<file path="src/rtl/core/hdc_pkg.sv">
// Shared types, constants and decode functions of the Hamming deframer and decoder.
package hdc_pkg;

    localparam int MaxCodeBits = 71;
    localparam int DataBits    = 64;
    localparam int SynBits     = 7;

    // Word formats selected by the code_mode register.
    localparam logic [1:0] MODE_12_8  = 2'd0;
    localparam logic [1:0] MODE_21_16 = 2'd1;
    localparam logic [1:0] MODE_38_32 = 2'd2;
    localparam logic [1:0] MODE_71_64 = 2'd3;

    localparam int Len0 = 12;
    localparam int Len1 = 21;
    localparam int Len2 = 38;
    localparam int Len3 = 71;

    // Register addresses (byte address bit 2 selects the register).
    localparam logic REG_CODE_MODE = 1'b0;

    // A full code word, position p held at bit p-1, positions past the word length zero.
    typedef struct packed {
        logic [1:0]             mode;
        logic [MaxCodeBits-1:0] bits;
    } t_word;

    typedef struct packed {
        logic  push;
        t_word word;
    } t_wq_wr;

    typedef struct packed {
        logic       push;
        logic [7:0] data;
        logic       last;
    } t_oq_wr;

    function automatic logic [6:0] f_word_len(input logic [1:0] mode);
        logic [6:0] len;
        begin
            case (mode)
                MODE_12_8:  len = 7'(Len0);
                MODE_21_16: len = 7'(Len1);
                MODE_38_32: len = 7'(Len2);
                MODE_71_64: len = 7'(Len3);
                default:    len = 7'(Len0);
            endcase
            return len;
        end
    endfunction

    function automatic logic [2:0] f_bits_per_byte(input logic [1:0] mode);
        logic [2:0] per;
        begin
            case (mode)
                MODE_12_8:  per = 3'd6;
                MODE_21_16: per = 3'd7;
                MODE_38_32: per = 3'd2;
                MODE_71_64: per = 3'd1;
                default:    per = 3'd6;
            endcase
            return per;
        end
    endfunction

    function automatic logic [3:0] f_bytes_per_word(input logic [1:0] mode);
        logic [3:0] n;
        begin
            case (mode)
                MODE_12_8:  n = 4'd1;
                MODE_21_16: n = 4'd2;
                MODE_38_32: n = 4'd4;
                MODE_71_64: n = 4'd8;
                default:    n = 4'd1;
            endcase
            return n;
        end
    endfunction

    // The gather register shifts bits in at the bottom, so the first code bit of a
    // word of length L sits at index L-1. Reorder to position order, zero beyond L.
    function automatic logic [MaxCodeBits-1:0] f_normalize(input logic [MaxCodeBits-1:0] sh,
                                                           input logic [1:0] mode);
        logic [MaxCodeBits-1:0] w;
        begin
            w = '0;
            case (mode)
                MODE_12_8:  for (int p = 1; p <= Len0; p++) w[p-1] = sh[Len0-p];
                MODE_21_16: for (int p = 1; p <= Len1; p++) w[p-1] = sh[Len1-p];
                MODE_38_32: for (int p = 1; p <= Len2; p++) w[p-1] = sh[Len2-p];
                MODE_71_64: for (int p = 1; p <= Len3; p++) w[p-1] = sh[Len3-p];
                default:    w = '0;
            endcase
            return w;
        end
    endfunction

    // Even-parity checks over the power-of-two positions; each failing check adds its weight.
    function automatic logic [SynBits-1:0] f_syndrome(input logic [MaxCodeBits-1:0] w);
        logic [SynBits-1:0] s;
        begin
            s = '0;
            for (int i = 0; i < SynBits; i++) begin
                for (int j = 1; j <= MaxCodeBits; j++) begin
                    if (((j >> i) & 1) == 1) s[i] = s[i] ^ w[j-1];
                end
            end
            return s;
        end
    endfunction

    // Data bits are the positions that are not powers of two, first one at the MSB.
    function automatic logic [DataBits-1:0] f_extract(input logic [MaxCodeBits-1:0] w);
        logic [DataBits-1:0] d;
        int                  k;
        begin
            d = '0;
            k = 0;
            for (int j = 1; j <= MaxCodeBits; j++) begin
                if ((j & (j - 1)) != 0) begin
                    d[DataBits-1-k] = w[j-1];
                    k++;
                end
            end
            return d;
        end
    endfunction

endpackage

</file>
<file path="src/rtl/core/hdc_front.sv">
// Front end: gathers code bits from the byte stream and hands full words to the word queue.
module hdc_front import hdc_pkg::*; (
    input  logic       i_clk,
    input  logic       i_rst_n,
    input  logic [1:0] i_mode,
    input  logic       i_cfg_wr,
    input  logic       i_accept,
    input  logic [7:0] i_byte,
    output t_wq_wr     o_wq_wr
);

    logic [MaxCodeBits-1:0] r_shift, n_shift;
    logic [6:0]             r_cnt, n_cnt;
    logic [6:0]             sum;
    logic                   done;

    always_comb begin
        case (i_mode)
            MODE_12_8:  n_shift = {r_shift[MaxCodeBits-7:0], i_byte[5:0]};
            MODE_21_16: n_shift = {r_shift[MaxCodeBits-8:0], i_byte[6:0]};
            MODE_38_32: n_shift = {r_shift[MaxCodeBits-3:0], i_byte[1:0]};
            MODE_71_64: n_shift = {r_shift[MaxCodeBits-2:0], i_byte[0]};
            default:    n_shift = r_shift;
        endcase
        sum   = r_cnt + 7'(f_bits_per_byte(i_mode));
        done  = (sum >= f_word_len(i_mode));
        n_cnt = done ? 7'd0 : sum;
    end

    assign o_wq_wr.push      = i_accept && done;
    assign o_wq_wr.word.mode = i_mode;
    assign o_wq_wr.word.bits = f_normalize(n_shift, i_mode);

    always_ff @(posedge i_clk) begin
        if (!i_rst_n) begin
            r_cnt   <= '0;
            r_shift <= '0;
        end else begin
            if (i_cfg_wr) begin
                r_cnt <= '0;
            end else if (i_accept) begin
                r_cnt <= n_cnt;
            end
            if (i_accept) begin
                r_shift <= n_shift;
            end
        end
    end

endmodule

</file>
<file path="src/rtl/core/hdc_word_fifo.sv">
// Two-entry queue of full code words between the front and back ends.
module hdc_word_fifo import hdc_pkg::*; (
    input  logic   i_clk,
    input  logic   i_rst_n,
    input  t_wq_wr i_wr,
    output logic   o_full,
    input  logic   i_pop,
    output logic   o_empty,
    output t_word  o_word
);

    t_word      r_mem [2];
    logic       r_wr_ptr;
    logic       r_rd_ptr;
    logic [1:0] r_count;

    assign o_full  = (r_count == 2'd2);
    assign o_empty = (r_count == 2'd0);
    assign o_word  = r_mem[r_rd_ptr];

    always_ff @(posedge i_clk) begin
        if (!i_rst_n) begin
            r_wr_ptr <= 1'b0;
            r_rd_ptr <= 1'b0;
            r_count  <= '0;
        end else begin
            if (i_wr.push) begin
                r_wr_ptr <= ~r_wr_ptr;
            end
            if (i_pop) begin
                r_rd_ptr <= ~r_rd_ptr;
            end
            case ({i_wr.push, i_pop})
                2'b10:   r_count <= r_count + 2'd1;
                2'b01:   r_count <= r_count - 2'd1;
                default: r_count <= r_count;
            endcase
        end
    end

    always_ff @(posedge i_clk) begin
        if (i_wr.push) begin
            r_mem[r_wr_ptr] <= i_wr.word;
        end
    end

endmodule

</file>
<file path="src/rtl/core/hdc_back.sv">
// Back end: syndrome stage, correction and extraction, then byte serializer.
module hdc_back import hdc_pkg::*; (
    input  logic   i_clk,
    input  logic   i_rst_n,
    input  logic   i_wq_empty,
    input  t_word  i_word,
    output logic   o_wq_pop,
    input  logic   i_oq_full,
    output t_oq_wr o_oq_wr
);

    logic                   r_a_valid;
    t_word                  r_a_word;
    logic [SynBits-1:0]     r_a_syn;
    logic [DataBits-1:0]    r_data;
    logic [3:0]             r_left;

    logic                   push_ok;
    logic                   b_take;
    logic                   a_take;
    logic [MaxCodeBits-1:0] flip;
    logic                   fix;

    assign push_ok  = (r_left != 4'd0) && !i_oq_full;
    assign b_take   = r_a_valid && ((r_left == 4'd0) || ((r_left == 4'd1) && push_ok));
    assign a_take   = !i_wq_empty && (!r_a_valid || b_take);
    assign o_wq_pop = a_take;

    // A syndrome that names a position past the word is left uncorrected.
    assign fix = (r_a_syn != '0) && (r_a_syn <= f_word_len(r_a_word.mode));

    always_comb begin
        flip = '0;
        for (int j = 1; j <= MaxCodeBits; j++) begin
            flip[j-1] = fix && (r_a_syn == SynBits'(j));
        end
    end

    assign o_oq_wr.push = push_ok;
    assign o_oq_wr.data = r_data[DataBits-1 -: 8];
    assign o_oq_wr.last = (r_left == 4'd1);

    always_ff @(posedge i_clk) begin
        if (!i_rst_n) begin
            r_a_valid <= 1'b0;
            r_left    <= '0;
        end else begin
            if (a_take) begin
                r_a_valid <= 1'b1;
            end else if (b_take) begin
                r_a_valid <= 1'b0;
            end
            if (b_take) begin
                r_left <= f_bytes_per_word(r_a_word.mode);
            end else if (push_ok) begin
                r_left <= r_left - 4'd1;
            end
        end
    end

    always_ff @(posedge i_clk) begin
        if (a_take) begin
            r_a_word <= i_word;
            r_a_syn  <= f_syndrome(i_word.bits);
        end
        if (b_take) begin
            r_data <= f_extract(r_a_word.bits ^ flip);
        end else if (push_ok) begin
            r_data <= {r_data[DataBits-9:0], 8'd0};
        end
    end

endmodule

</file>
<file path="src/rtl/core/hdc_out_fifo.sv">
// Four-entry result queue that drives the output ports.
module hdc_out_fifo import hdc_pkg::*; (
    input  logic       i_clk,
    input  logic       i_rst_n,
    input  t_oq_wr     i_wr,
    output logic       o_full,
    input  logic       i_pop,
    output logic       o_empty,
    output logic [7:0] o_data,
    output logic       o_last
);

    logic [8:0] r_mem [4];
    logic [1:0] r_wr_ptr;
    logic [1:0] r_rd_ptr;
    logic [2:0] r_count;
    logic       pop_ok;

    assign o_full  = (r_count == 3'd4);
    assign o_empty = (r_count == 3'd0);
    assign pop_ok  = i_pop && !o_empty;
    assign o_data  = r_mem[r_rd_ptr][8:1];
    assign o_last  = r_mem[r_rd_ptr][0];

    always_ff @(posedge i_clk) begin
        if (!i_rst_n) begin
            r_wr_ptr <= '0;
            r_rd_ptr <= '0;
            r_count  <= '0;
        end else begin
            if (i_wr.push) begin
                r_wr_ptr <= r_wr_ptr + 2'd1;
            end
            if (pop_ok) begin
                r_rd_ptr <= r_rd_ptr + 2'd1;
            end
            case ({i_wr.push, pop_ok})
                2'b10:   r_count <= r_count + 3'd1;
                2'b01:   r_count <= r_count - 3'd1;
                default: r_count <= r_count;
            endcase
        end
    end

    always_ff @(posedge i_clk) begin
        if (i_wr.push) begin
            r_mem[r_wr_ptr] <= {i_wr.data, i_wr.last};
        end
    end

endmodule

</file>
<file path="src/rtl/core/hamming_deframe_correct_decoder.sv">
// Top level of the Hamming single-error-correcting deframer and decoder.
//
// The block takes one coded byte per clock cycle and, according to code_mode,
// gathers its low 6, 7, 2 or 1 bits (most significant first) into code words of
// 12, 21, 38 or 71 bits. Each full word runs the even-parity checks over the
// power-of-two positions; a nonzero syndrome that names a position inside the
// word flips that bit, and the 8, 16, 32 or 64 data bits leave as 1, 2, 4 or 8
// bytes, the final byte of each word marked by o_last_in_word. Input transfers
// are taken every cycle as long as full is low; full rises only when the
// two-entry word queue between the gathering front end and the decoding back
// end holds two words. The back end emits one byte per cycle into a four-entry
// result queue while that queue is not full, and this serializer sets the
// sustained word rate. The first byte of a word passes the word queue, the
// syndrome register, the data register and the result queue before it can be
// popped. Writing code_mode discards any partially gathered word; write it only
// while the block is idle. code_mode sits at byte address 0 of the register
// port, reads back in bits 1:0, and pready is always high.
module hamming_deframe_correct_decoder import hdc_pkg::*; (
    input  logic        i_clk,
    input  logic        i_rst_n,
    // Input queue side
    input  logic        push,
    output logic        full,
    input  logic [7:0]  i_coded_byte,
    // Result queue side
    output logic        empty,
    input  logic        pop,
    output logic [7:0]  o_data_byte,
    output logic        o_last_in_word,
    // Register port
    input  logic        psel,
    input  logic        penable,
    input  logic        pwrite,
    input  logic [2:0]  paddr,
    input  logic [31:0] pwdata,
    output logic [31:0] prdata,
    output logic        pready
);

    logic [1:0] r_code_mode;
    logic       cfg_wr;
    logic       in_accept;
    t_wq_wr     wq_wr;
    logic       wq_full;
    logic       wq_empty;
    logic       wq_pop;
    t_word      wq_word;
    t_oq_wr     oq_wr;
    logic       oq_full;

    // Register access: bit 2 of the byte address selects the register.
    assign pready = 1'b1;
    assign cfg_wr = psel && penable && pwrite && (paddr[2] == REG_CODE_MODE);
    assign prdata = (paddr[2] == REG_CODE_MODE) ? {30'd0, r_code_mode} : 32'd0;

    always_ff @(posedge i_clk) begin
        if (!i_rst_n) begin
            r_code_mode <= MODE_12_8;
        end else if (cfg_wr) begin
            r_code_mode <= pwdata[1:0];
        end
    end

    // The front end is held off only while the word queue is full.
    assign full      = wq_full;
    assign in_accept = push && !full;

    hdc_front u_front (
        .i_clk    (i_clk),
        .i_rst_n  (i_rst_n),
        .i_mode   (r_code_mode),
        .i_cfg_wr (cfg_wr),
        .i_accept (in_accept),
        .i_byte   (i_coded_byte),
        .o_wq_wr  (wq_wr)
    );

    hdc_word_fifo u_word_fifo (
        .i_clk   (i_clk),
        .i_rst_n (i_rst_n),
        .i_wr    (wq_wr),
        .o_full  (wq_full),
        .i_pop   (wq_pop),
        .o_empty (wq_empty),
        .o_word  (wq_word)
    );

    hdc_back u_back (
        .i_clk      (i_clk),
        .i_rst_n    (i_rst_n),
        .i_wq_empty (wq_empty),
        .i_word     (wq_word),
        .o_wq_pop   (wq_pop),
        .i_oq_full  (oq_full),
        .o_oq_wr    (oq_wr)
    );

    hdc_out_fifo u_out_fifo (
        .i_clk   (i_clk),
        .i_rst_n (i_rst_n),
        .i_wr    (oq_wr),
        .o_full  (oq_full),
        .i_pop   (pop),
        .o_empty (empty),
        .o_data  (o_data_byte),
        .o_last  (o_last_in_word)
    );

    // A completed word must never be pushed into a full word queue.
    a_wq_no_overflow: assert property (@(posedge i_clk) disable iff (!i_rst_n)
        wq_wr.push |-> !wq_full)
        else $error("word queue written while full");

    // The serializer must never push a byte into a full result queue.
    a_oq_no_overflow: assert property (@(posedge i_clk) disable iff (!i_rst_n)
        oq_wr.push |-> !oq_full)
        else $error("result queue written while full");

    // The back end must not pop an empty word queue.
    a_wq_no_underflow: assert property (@(posedge i_clk) disable iff (!i_rst_n)
        wq_pop |-> !wq_empty)
        else $error("word queue popped while empty");

endmodule

</file>
<file path="config.mk">
export PLATFORM = sky130hd
export DESIGN_NAME = hamming_deframe_correct_decoder
export DESIGN_NICKNAME = d
export VERILOG_FILES = /design/src/rtl/core/hdc_pkg.sv /design/src/rtl/core/hdc_front.sv /design/src/rtl/core/hdc_word_fifo.sv /design/src/rtl/core/hdc_back.sv /design/src/rtl/core/hdc_out_fifo.sv /design/src/rtl/core/hamming_deframe_correct_decoder.sv
export SDC_FILE = /design/constraint.sdc
export NUM_CORES = 1
export LEC_CHECK = 0
export ABC_AREA = 1
export CAP_MARGIN = 20
export CORE_ASPECT_RATIO = 1.1
export CORE_MARGIN = 2
export CORE_UTILIZATION = 67
export DETAILED_ROUTE_END_ITERATION = 10
export DONT_BUFFER_PORTS = 1
export PLACE_DENSITY_LB_ADDON = 0.1
export SLEW_MARGIN = 10
export SYNTH_ARGS = -nofsm -noshare
export SYNTH_HDL_FRONTEND = slang
export SYNTH_SLANG_ARGS = --single-unit
</file>
<file path="constraint.sdc">
create_clock -name i_clk -period 9.9 [get_ports i_clk]
set_input_delay 1.98 -clock i_clk [delete_from_list [all_inputs] [get_ports i_clk]]
set_output_delay 1.98 -clock i_clk [all_outputs]
set_load 0.005 [all_outputs]
</file>
Yosys cells after proc, flatten, opt, wreduce, memory -nomap -nowiden
Memory sizes are Yosys's and may differ from the RTL's. A register that Yosys moved wholly into a read port is not among the register bits.
Index checks and enable logic that the tools add are counted.

storage, ports and cells
  register bits after elaboration = 239
  memory bits (writable) = 182
  bits of input ports = 50
  output and inout port bits = 44
  word-level logic and storage cells = 1283
  memories = 2

operators by class
  $add $sub $neg = 133
  magnitude comparators = 128
  equal/unequal tests = 84
  multiplexer cells = 547
  bitwise gates (word level) = 210
  reduce and logical (&&, ||, !) cells = 164

memories
  memory             depth  width  rd ports  clocked after Yosys merged registers in  write ports  RTL line             source
  u_word_fifo.r_mem  2      73     1         1                                        1            hdc_word_fifo.sv:12  t_word r_mem [2];
  u_out_fifo.r_mem   4      9      1         1                                        1            hdc_out_fifo.sv:13   logic [8:0] r_mem [4];

operators with widths
  operator                 number
  $mux W64                 64
  $bwmux W64               63
  $ge A32 B1 Y1 const B    63
  $lt A32 B8 Y1 const B    63
  $mux W32                 63
  $sub A7 B32 Y32 const A  63
  $add A32 B2 Y32 const B  62
  $demux W1 S6             63
  $pmux W71 S4             1
  $mux W1                  277
  $eq A7 B6 Y1 const B     32
  $xor A1 B1 Y1            205
  $logic_and A1 B1 Y1      145
  $eq A7 B5 Y1 const B     16
  $xor A71 B71 Y71         1
  $eq A7 B4 Y1 const B     8
  $eq A7 B7 Y1 const B     8
  $pmux W7 S4              2
  $pmux W12 S4             1
  $pmux W17 S2             1
  $mux W33                 1
  $eq A7 B3 Y1 const B     4
  $pmux W9 S3              1
  $pmux W4 S4              1
  other kinds (30)         58

Longest topological paths before layout
Gate-level depths: netlist (run 1).

  depth in word-level cells = 138
  mapped depth = 22
  gate-level depth less buffers = 19

Modules after synthesis
A second synthesis (run 1) with hierarchy kept.

second synthesis, totals
  cell total of the unflattened synthesis = 2706
  area total of the unflattened synthesis = 23172.2 um2

by module, submodules not included
  module                           times used  cells each  area an instance (um2)  sequential area each (um2)
  hdc_back                         1           1445        9948.3                  4214.0
  hdc_word_fifo                    1           262         5846.9                  4484.3
  hdc_front                        1           788         5082.4                  1541.5
  hdc_out_fifo                     1           153         1920.6                  1261.2
  hamming_deframe_correct_decoder  1           58          374.1                   40.0

Least setup slack after synthesis (run 1)
No wires, ideal clock.

  kind = reg-to-reg
  start point = register r_code_mode[0]
  end point = memory u_word_fifo.r_mem[0][0] (netlist bit), enable pin
  library setup time = 0.505 ns
  data arrival time = 6.312 ns
  data required time = 9.395 ns
  setup slack = 3.083 ns
  cell stages (with the launch flop) = 19
  path buffers = 4
  period minus slack after synthesis = 6.817 ns
  path through = dfxtp_1 > buf_2 > nand2_1 > buf_1 > buf_1 > clkbuf_1 > ha_1 > a21oi_1 > o21ai_0 > xor2_1 > inv_1 > ha_1 > inv_1 > nor2_1 > nand2_1 > o21a_1 > o211ai_1 > nand2_1 > nor2_1

between the ends
  word-level cells in the longest chain between the ends = 7
  elaborated cells between the ends (all ways) = 11
  classes of those cells = add/sub: 1; order compare: 1; eq/ne: 3; mux: 4; reduce/logical: 2

RTL lines
  item                                  RTL line                               source
  start, declared                       hamming_deframe_correct_decoder.sv:40  logic [1:0] r_code_mode;
  start signal, assigned                hamming_deframe_correct_decoder.sv:60  r_code_mode <= pwdata[1:0];
  $eq A2 B2 Y1 (tied with other cells)  hdc_pkg.sv:42, hdc_pkg.sv:56
  $pmux W3 S4                           hdc_pkg.sv:56                          case (mode)
  $add A7 B3 Y7                         hdc_front.sv:25                        sum = r_cnt + 7'(f_bits_per_byte(i_mode));
  $ge A7 B7 Y1 (*)                      hdc_front.sv:26                        done = (sum >= f_word_len(i_mode));
  $logic_and A1 B1 Y1 (*)               hdc_front.sv:30                        assign o_wq_wr.push = i_accept && done;
  $mux W1 (*)                           hdc_word_fifo.sv:42                    if (i_wr.push) begin
  $mux W1 (not written as such) (*)     hdc_word_fifo.sv:43                    r_mem[r_wr_ptr] <= i_wr.word;
  end, declared                         hdc_word_fifo.sv:12

Mark *: on every way between the ends. The rest lies on a longest branch, timed or not. The select of a mux whose other input is x is not followed.

Final worst setup path (run 1)
  start point = register r_code_mode[1]
  end point = memory u_word_fifo.r_mem[0][46] (netlist bit), enable pin

The elaborated chain is that of the path after synthesis.

==> results.md, run 1 <==
Run status:
- The run finished with clean final reports.

Global routing:
- The layer carrying the most global-route usage is met2.
- Entering global routing, the biggest net connects 103 pins.
- The global routing met2 resource utilization is between 60% and 70%.
- The initial antenna violation count is 0.
- The global-route wire length before repair is ~100 mm.
- The overall global routing resource usage is a little under two fifths.
- Global routing used a little under half of the available met1 tracks.
- For met3 alone, demand over resource in global routing was under 10%.
- For this run the aggregate overflow at the end of global routing stands at 0.
- The via count of the first global-routing pass was between 15000 and 20000.

Floorplan:
- The floorplan die width is roughly 180 microns.
- For this configuration, the core starts out at a cell density of about two thirds.
- The I/O pin count is between 90 and 100.
- The die covers between 30000 and 40000 sq um.
- The core area is around 33000 sq um.
- The die is about 200 microns tall.
- The number of placement rows is 70.

Power:
- Power comes to approximately 9.1 mW.
- In this run the power density over the cells is 374 nW/um^2.
- The worst ir drop on vdd is 0.211 mV.
- The standby leakage power is slightly above 10 nW.

CTS:
- The clock tree from TritonCTS is yes.
- After clock tree synthesis, the clock-pin slew on the worst setup and hold paths is 0.06 ns.
- The number of hold-repair buffers added at the cts stage is 0.
- The number of buffers inserted during clock tree synthesis is between 40 and 50.
- At the later pin of the worst-skew pair, clock insertion delay measures ~0.56 ns.
- Counting along the longest clock path gives a buffer depth of 3.
- Post-CTS timing repair inserted 0 buffers for setup.
- The count of H-tree levels built during CTS is 2.
- The clock drives between 400 and 500 sinks.
- The root buffer selected by CTS is sky130_fd_sc_hd__clkbuf_16.
- The number of gates resized after CTS was 0.

Yosys:
- The post-synthesis cell area is between 20000 and 25000 sq um.
- The flop and latch count out of synthesis is between 400 and 500.
- The flip-flop cell with the highest count after synthesis is sky130_fd_sc_hd__edfxtp_1.
- The portion of the post-synthesis area used by sequential elements is 50.8%.
- By area the synthesized netlist is led by sky130_fd_sc_hd__edfxtp_1 (42%), sky130_fd_sc_hd__nand2_1 (16%), sky130_fd_sc_hd__dfxtp_1 (8.6%).
- The netlist uses 44 different library cells.
- For this run, the number of Yosys warnings is 0.
- The dominant cell type by area after synthesis is sky130_fd_sc_hd__edfxtp_1.
- The number of synthesized flops with an enable pin is approximately 320.
- The proportion of register bits with asynchronous set or reset after synthesis is 0%.
- In the synthesized netlist, the number of instances is 2826.
- The top-area cell type share of the netlist area is roughly 42%.
- In this run the mean area of a mapped cell was ~8 sq um.

Timing:
- At the pin with the least slew margin, the transition time is just over 1 ns.
- In the final timing run, aggregate negative setup slack is 0 ns.
- The share of the cycle needed by the critical path after routing is between 50% and 60%.
- Static timing analysis puts the maximum clock frequency at around 190 MHz.
- The worst path in the final design needs a cycle of about 5.3 ns, including I/O delays and setup.
- The max-slew violation count is 0.
- The worst pin sits at a relative slew slack of between 30% and 40%.
- The tightest hold path in the finished design has a slack of between 0.4 and 0.5 ns.
- Across the routed clock network, the largest skew measured is 0.0127 ns.
- The number of hold-slack violations in the final timing report is 0.
- Setup repair after global routing left no endpoint under its margin.
- Setup violations remaining at the end of the flow were counted as 0.

Cells and area:
- The final layout contains between 2000 and 3000 nets.
- The area growth from synthesis to layout is 6.79%.
- The layout cell share with drive strength beyond 1 is approximately 4.8%.
- The repair_antennas step left the layout with diodes totalling 0.
- Excluding fillers, the count of instances in the completed layout stands at between 3000 and 4000.

Placed design:
- Routability-driven placement finished with a final weighted congestion of roughly 0.99.
- The final HPWL from detailed placement is approximately 47 mm.
- Port buffering added 0 buffers.
- The post-placement cell count is roughly 3100.

Critical path:
- The kind of launch point of the worst setup path is a flop.
- The capturing element type of the critical path is a flop.
- Of all nets on the critical path, the largest fanout is 73.
- The cell with the biggest individual delay on the critical path is sky130_fd_sc_hd__buf_4.
- The path type of the worst setup path is reg2reg.
- Counting stages on the worst path, the most repeated cell is sky130_fd_sc_hd__nand2_1.
- The data arrival time at the worst-slack endpoint is roughly 5.5 ns.
- Walking the worst path, the cells encountered are nand2_1 > buf_4 > inv_2 > fa_1 > inv_1 > nand2_1 > a21oi_1 > xor2_1 > inv_1 > ha_1 > nand2_1 > o21a_1 > o211ai_1 > nand2_1 > nor2_4 > buf_4.
- The data required time at the worst endpoint is between 10 and 15 ns.
- The largest single stage delay on the critical path is approximately 0.72 ns.

Route:
- The overall via count from detail_route is 19900.
- The first detailed-routing pass ran for 6 iterations.
- Summed over all layers, the routed wires come to roughly 68 mm.
- The wire length per cell after detailed routing is 21.0 microns.
- In this run the remaining antenna-violating nets after routing total 0.
- After detailed routing, the number of vias per cell comes to approximately 6.
- The number of DRC markers after the initial detailed-route iteration is ~2600.
- For this run, design rule violations remaining after detail routing come to 0.

Min path:
- The worst min-delay path class is reg2reg.

Flow run:
- The count of max-cap constraint violations is 0.
Yosys cell counts (14+ instances only):
| master | n |
|---|---|
| sky130_fd_sc_hd__buf_4 | 36 |
| sky130_fd_sc_hd__a21oi_1 | 122 |
| sky130_fd_sc_hd__a221oi_1 | 24 |
| sky130_fd_sc_hd__nor2_1 | 186 |
| sky130_fd_sc_hd__o21ai_0 | 162 |
| sky130_fd_sc_hd__nand3_1 | 194 |
| sky130_fd_sc_hd__buf_2 | 23 |
| sky130_fd_sc_hd__nand4_1 | 63 |
| sky130_fd_sc_hd__dfxtp_1 | 98 |
| sky130_fd_sc_hd__o2111ai_1 | 18 |
| sky130_fd_sc_hd__inv_1 | 324 |
| sky130_fd_sc_hd__xnor2_1 | 22 |
| sky130_fd_sc_hd__clkbuf_1 | 80 |
| sky130_fd_sc_hd__ha_1 | 22 |
| sky130_fd_sc_hd__o21bai_1 | 14 |
| sky130_fd_sc_hd__edfxtp_1 | 319 |
| sky130_fd_sc_hd__nand2_2 | 14 |
| sky130_fd_sc_hd__o21ai_1 | 18 |
| sky130_fd_sc_hd__xor2_1 | 32 |
| sky130_fd_sc_hd__nand2_1 | 943 |
state kept, by name (all words and copies together) (netlist names), named ones only:
name / flops
u_word_fifo.r_count: 2
u_back.r_left: 4
u_front.r_shift: 70
u_word_fifo.r_wr_ptr: 1
u_back.r_a_syn: 7
u_front.r_cnt: 7
u_out_fifo.r_wr_ptr: 2
u_word_fifo.r_rd_ptr: 1
u_out_fifo.r_count: 3
u_word_fifo.r_mem: 146
u_back.r_a_valid: 1
u_back.r_data: 64
u_out_fifo.r_rd_ptr: 2
u_back.r_a_word: 66
r_code_mode: 2
u_out_fifo.r_mem: 36
final timing paths:
check | from | end | slack, ns | cells past startpoint
setup / recovery | r_code_mode[1]$_SDFFE_PN0P_ | u_word_fifo.r_mem[0][46]$_DFFE_PP_ | 4.62 | 16
hold / removal | u_front.r_cnt[2]$_SDFFE_PP0P_ | u_front.r_cnt[2]$_SDFFE_PP0P_ | 0.47 | 2
setup reg to reg | r_code_mode[1]$_SDFFE_PN0P_ | u_word_fifo.r_mem[0][46]$_DFFE_PP_ | 4.62 | 16
hold reg to reg | u_front.r_cnt[2]$_SDFFE_PP0P_ | u_front.r_cnt[2]$_SDFFE_PP0P_ | 0.47 | 2
cell type report:
cell class	instances	area [sq um]
Fill cell	2479	9040
Tap cell	432	541
Timing Repair Buffer	21	158
Sequential cell	417	11500
Multi-Input combinational cell	1947	9250
Clock buffer	50	1190
Inverter	332	1250
Clock inverter	30	315
report_power, final:
part | internal [mW] | total [mW] | switching (mW)
combinational | 1.21 | 4.28 | 3.07
clock | 0.999 | 1.71 | 0.708
sequential | 2.74 | 3.09 | 0.346
logic make-up (layout without fill, tap and decap cells):
kind of cell               count (synthesis)  after routing  synth area share, %
xor gates and xnor gates                  56             56                 2.23
DFF                                      417            417                 50.8
AOI/OAI and AO/OA                        421            421                 10.9
buffers and inverters                    491            433                 9.11
muxes                                      1              1               0.0441
other                                      2             31               0.0331
and+or+nand+nor                         1414           1414                 25.5
adders and majority gates                 24             24                 1.39
layer usage:
layer	part of all wire (%)	vias up	wire length [microns]
met3	8.7	265	5900
met4	7.9	0	5330
met2	48	1217	32400
li1	-	9188	-
met1	36	9272	24200
met5	0	-	0
metrics by stage:
step / utilization [%] / instance area, sq um / setup WS (ns)
after floorplan: - / 22800 / 3.08
after detailed placement: 68.3 / 22700 / 4.67
after global routing: 72.8 / 24200 / 4.23
after global placement: 68.3 / 22700 / 4.76
final: 72.8 / 24200 / 4.62
after CTS: 72.8 / 24200 / 4.63
cell usage in the layout (no fill, tap or decap), drive strengths merged:
cell and count:
o21a 1, fa 2, nor3 5, clkinv 18, a221oi 24, o21ai 186
xnor2 23, clkinvlp 5, xor2 33, o211ai 10, nand3b 6, a2111oi 2
dfxtp 98, a211oi 11, inv 334, clkbuf 50, a21boi 1, and2 1
nand2 957, mux2i 1, o221ai 7, o21bai 14, buf 21, o2111ai 18
ha 22, a41oi 12, bufinv 5, edfxtp 319, or2 1, conb 31
nor2 187, a21oi 122, a31oi 2, nand4 63, nand3 194, o22ai 11
worst max-delay path: cells and delay by family (launching register included):
kind / cells / cell delay (ns)
buffers and inverters: 5 / 1.80
AO/OA/AOI/OAI: 3 / 0.87
adder cells (fa/ha/maj): 2 / 0.82
AND/OR/NAND/NOR: 5 / 0.66
flip-flops: 1 / 0.47
XOR/XNOR: 1 / 0.17
Note: power is estimated with default switching activity, not from simulation.
==> run 2, diff against run 1 <==
--- a/config.mk
+++ b/config.mk
@@ -9,7 +9,7 @@
 export CAP_MARGIN = 20
 export CORE_ASPECT_RATIO = 1.1
 export CORE_MARGIN = 2
-export CORE_UTILIZATION = 67
+export CORE_UTILIZATION = 65
 export DETAILED_ROUTE_END_ITERATION = 10
 export DONT_BUFFER_PORTS = 1
 export PLACE_DENSITY_LB_ADDON = 0.1
==> constraint.sdc (replaced) <==
create_clock -name i_clk -period 5.33 [get_ports i_clk]
set_input_delay 1.066 -clock i_clk [delete_from_list [all_inputs] [get_ports i_clk]]
set_output_delay 1.066 -clock i_clk [all_outputs]
set_load 0.005 [all_outputs]
==> results.md, run 2 (same netlist as run 1, synthesis figures left out) <==
Route:
- The via density per instance is ~6.
- The aggregate routed wire length is about 67 mm.
- The wire length per cell after detailed routing is a little over 20 microns.
- The number of DRC markers after the initial detailed-route iteration is 2820.
- The count of antenna-violating nets left after detailed routing is 0.
- The number of optimization iterations in the first detailed-route pass is 6.
- The overall via count from detail_route is about 20000.
- After detailed routing, the number of remaining DRC violations is 0.

Timing:
- Setup slack closes at roughly 0.92 ns.
- The highest clock frequency the design can meet is 227 MHz.
- The time the final worst path needs with I/O delays and setup is 4.41 ns.
- The number of hold-slack violations in the final timing report is 0.
- The max-slew violation count came to 0.
- The setup TNS is 0 ns.
- The worst path uses slightly above 80% of the clock period.
- The relative slew slack is 34.9%.
- Between clock sinks in the finished design, the worst skew comes to about 0.035 ns.
- The count of endpoints failing setup in the final report is 0.
- The actual transition at the worst max-transition pin is 0.977 ns.
- Setup repair after global routing left no endpoint under its margin.

Cells and area:
- The layout cell share with drive strength beyond 1 is between 4 and 5%.
- The number of antenna diodes in the final layout is 0.
- Counting the fill cells in the layout gives 2596.
- The largest registers in the layout are u_word_fifo.r_mem x146, u_front.r_shift x70, u_back.r_a_word x66.
- The area added between synthesis and finish is 6.91%.
- In the final design database the tool counted around 2800 nets.
- The register with the most flip-flops in the layout has ~150 of them.
- The library cells used most frequently in the layout, excluding fill and tap cells, are sky130_fd_sc_hd__nand2_1 (942), sky130_fd_sc_hd__inv_1 (321), sky130_fd_sc_hd__edfxtp_1 (319), sky130_fd_sc_hd__nand3_1 (194), sky130_fd_sc_hd__nor2_1 (182).
- The library cell used most frequently in the layout, excluding fill and tap cells, is sky130_fd_sc_hd__nand2_1.
- The register with the highest flop count is u_word_fifo.r_mem.

CTS:
- TritonCTS built the clock tree.
- The number of clock buffers added by TritonCTS is 42.
- The deepest clock path buffer count is 3.
- The number of buffers inserted to repair setup after CTS is 0.
- The root buffer selected by CTS is sky130_fd_sc_hd__clkbuf_16.
- Hold repair after CTS inserted 0 buffers.
- The count of H-tree levels built during CTS is 2.
- The clock slew seen by the registers of the worst setup and hold paths is approximately 0.060 ns.
- The number of gates resized after cts is 0.
- The number of clock sinks seen by CTS is ~420.
- At the later pin of the worst-skew pair, clock insertion delay measures between 0.5 and 0.6 ns.

Floorplan:
- The die covers approximately 36000 sq um.
- The floorplan has 71 rows.
- The initial core utilization is about two thirds.
- The core area is between 30000 and 40000 sq um.
- The die is approximately 200 microns tall.
- The floorplan die width is 182 microns.
- In this run the count of I/O pins placed on the die edge is 94.

Power:
- In this run, the combinational gates consume 47.9% of the power.
- VDD sags by at most between 0.3 and 0.4 mV.
- The standby leakage power is slightly above 10 nW.
- The net switching power is 7.55 mW.
- The internal power component is 9.10 mW.
- The clock network accounts for ~18% of the total power.
- Net switching is 45.4% of the power.
- The power per standard cell area is between 600 and 700 nW/um^2.
- The fraction of power consumed by sequential logic is about a third.

Flow run:
- The count of max-cap constraint violations is 0.

Placed design:
- The routability congestion estimate from global placement is a little under 1.
- The wire-length estimate of the detail-placed layout is approximately 48 mm.
- At the placement stage, the worst setup path has a slack of 0.990 ns.
- The quantity of I/O buffers inserted on ports is 0.

Global routing:
- The global-route wire length before repair is just over 100 mm.
- Global routing consumed, over all layers together, 36.6% of the routing resources.
- Entering global routing, the biggest net connects slightly below 90 pins.
- The via count of the first global-routing pass is ~18000.
- The global-route congestion overflow total is 0.
- The initial antenna violation count is 0.

Critical path:
- The kind of launch point of the worst setup path is a flop.
- STA classifies the critical path endpoint as a flop.
- The depth of the worst register-to-register path is 15.
- In this run the worst path has a maximum fanout of 21.
- The critical path is of the reg2reg type.
- The data arrival time at the worst-slack endpoint is ~4.7 ns.
- The data required time at the worst endpoint is between 5 and 6 ns.

Run status:
- The run finished with clean final reports.

Min path:
- Along the worst hold path, the cell count comes to 1.
- The worst min-delay path class is reg2reg.
[run 2: cell count changes in the layout (fill, tap and decap cells not counted), sizes merged]
cell | previous run | this run
bufinv | 5 | 2
clkbuf | 50 | 58
inv | 334 | 333
clkinv | 18 | 10
buf | 21 | 33
[run 2: final timing paths]
check                                                          end  slack, ns                         startpoint
worst max register to register  u_word_fifo.r_mem[0][65]$_DFFE_PP_       0.92        r_code_mode[0]$_SDFFE_PN0P_
worst min register to register                                flop       0.46  u_word_fifo.r_rd_ptr$_SDFFE_PN0P_
worst max-delay path            u_word_fifo.r_mem[0][65]$_DFFE_PP_       0.92        r_code_mode[0]$_SDFFE_PN0P_
worst min-delay path                                          flop       0.46  u_word_fifo.r_rd_ptr$_SDFFE_PN0P_
[run 2: through the flow]
stage          utilization [%]  std cells  total power, mW  hold WS (ns)  instance area [sq um]
2_1_floorplan                -       2855             11.4         0.420                  22800
3_3_place_gp              66.7       3167             13.2         0.422                  22900
3_5_place_dp              66.7       3167             13.5         0.450                  22900
4_1_cts                   70.8       3243             16.5         0.461                  24300
5_1_grt                   70.8       3243             17.8         0.489                  24300
6_report                  70.8       3243             16.6         0.456                  24300
[run 2: area by class of cell]
cell class / count / area [sq um] / area share, %
clock buffers: 58 / 1220 / 5.01
clock inverters: 18 / 178 / 0.732
multi-input cells: 1947 / 9250 / 38.1
well taps: 438 / 548 / 2.26
inverters: 332 / 1250 / 5.13
repair buffers: 33 / 285 / 1.18
flip-flops and latches: 417 / 11500 / 47.6
[run 2: layer usage]
layer | GRT usage [%] | routed length (microns) | up-vias
met2 | 62.8 | 32500 | 1026
li1 | - | - | 9216
met3 | 4.12 | 4820 | 245
met1 | 43.2 | 24300 | 9105
met4 | 26.6 | 5290 | 0
met5 | 0 | 0 | -
[run 2: power by group through the flow]
| stage | combinational (mW) | clock, mW | sequential [mW] |
|---|---|---|---|
| global route | 8.91 | 3.11 | 5.78 |
| detailed placement | 7.82 | 0 | 5.72 |
| global placement | 7.51 | 0 | 5.67 |
| floorplan | 5.90 | 0 | 5.50 |
| finish | 7.98 | 2.98 | 5.69 |
| CTS | 7.87 | 2.98 | 5.67 |
[run 2: worst max-delay path, cell delays in order (launching register included)]
cell and delay, ns:
sky130_fd_sc_hd__dfxtp_1 0.65, sky130_fd_sc_hd__ha_1 0.30, sky130_fd_sc_hd__inv_1 0.07, sky130_fd_sc_hd__fa_1 0.37
sky130_fd_sc_hd__inv_1 0.06, sky130_fd_sc_hd__nand2_1 0.05, sky130_fd_sc_hd__a21oi_1 0.24, sky130_fd_sc_hd__xor2_1 0.17
sky130_fd_sc_hd__inv_1 0.07, sky130_fd_sc_hd__ha_1 0.29, sky130_fd_sc_hd__nand2_1 0.05, sky130_fd_sc_hd__o21a_1 0.17
sky130_fd_sc_hd__o211ai_1 0.43, sky130_fd_sc_hd__nand2_1 0.24, sky130_fd_sc_hd__nor2_4 0.60, sky130_fd_sc_hd__buf_4 0.30
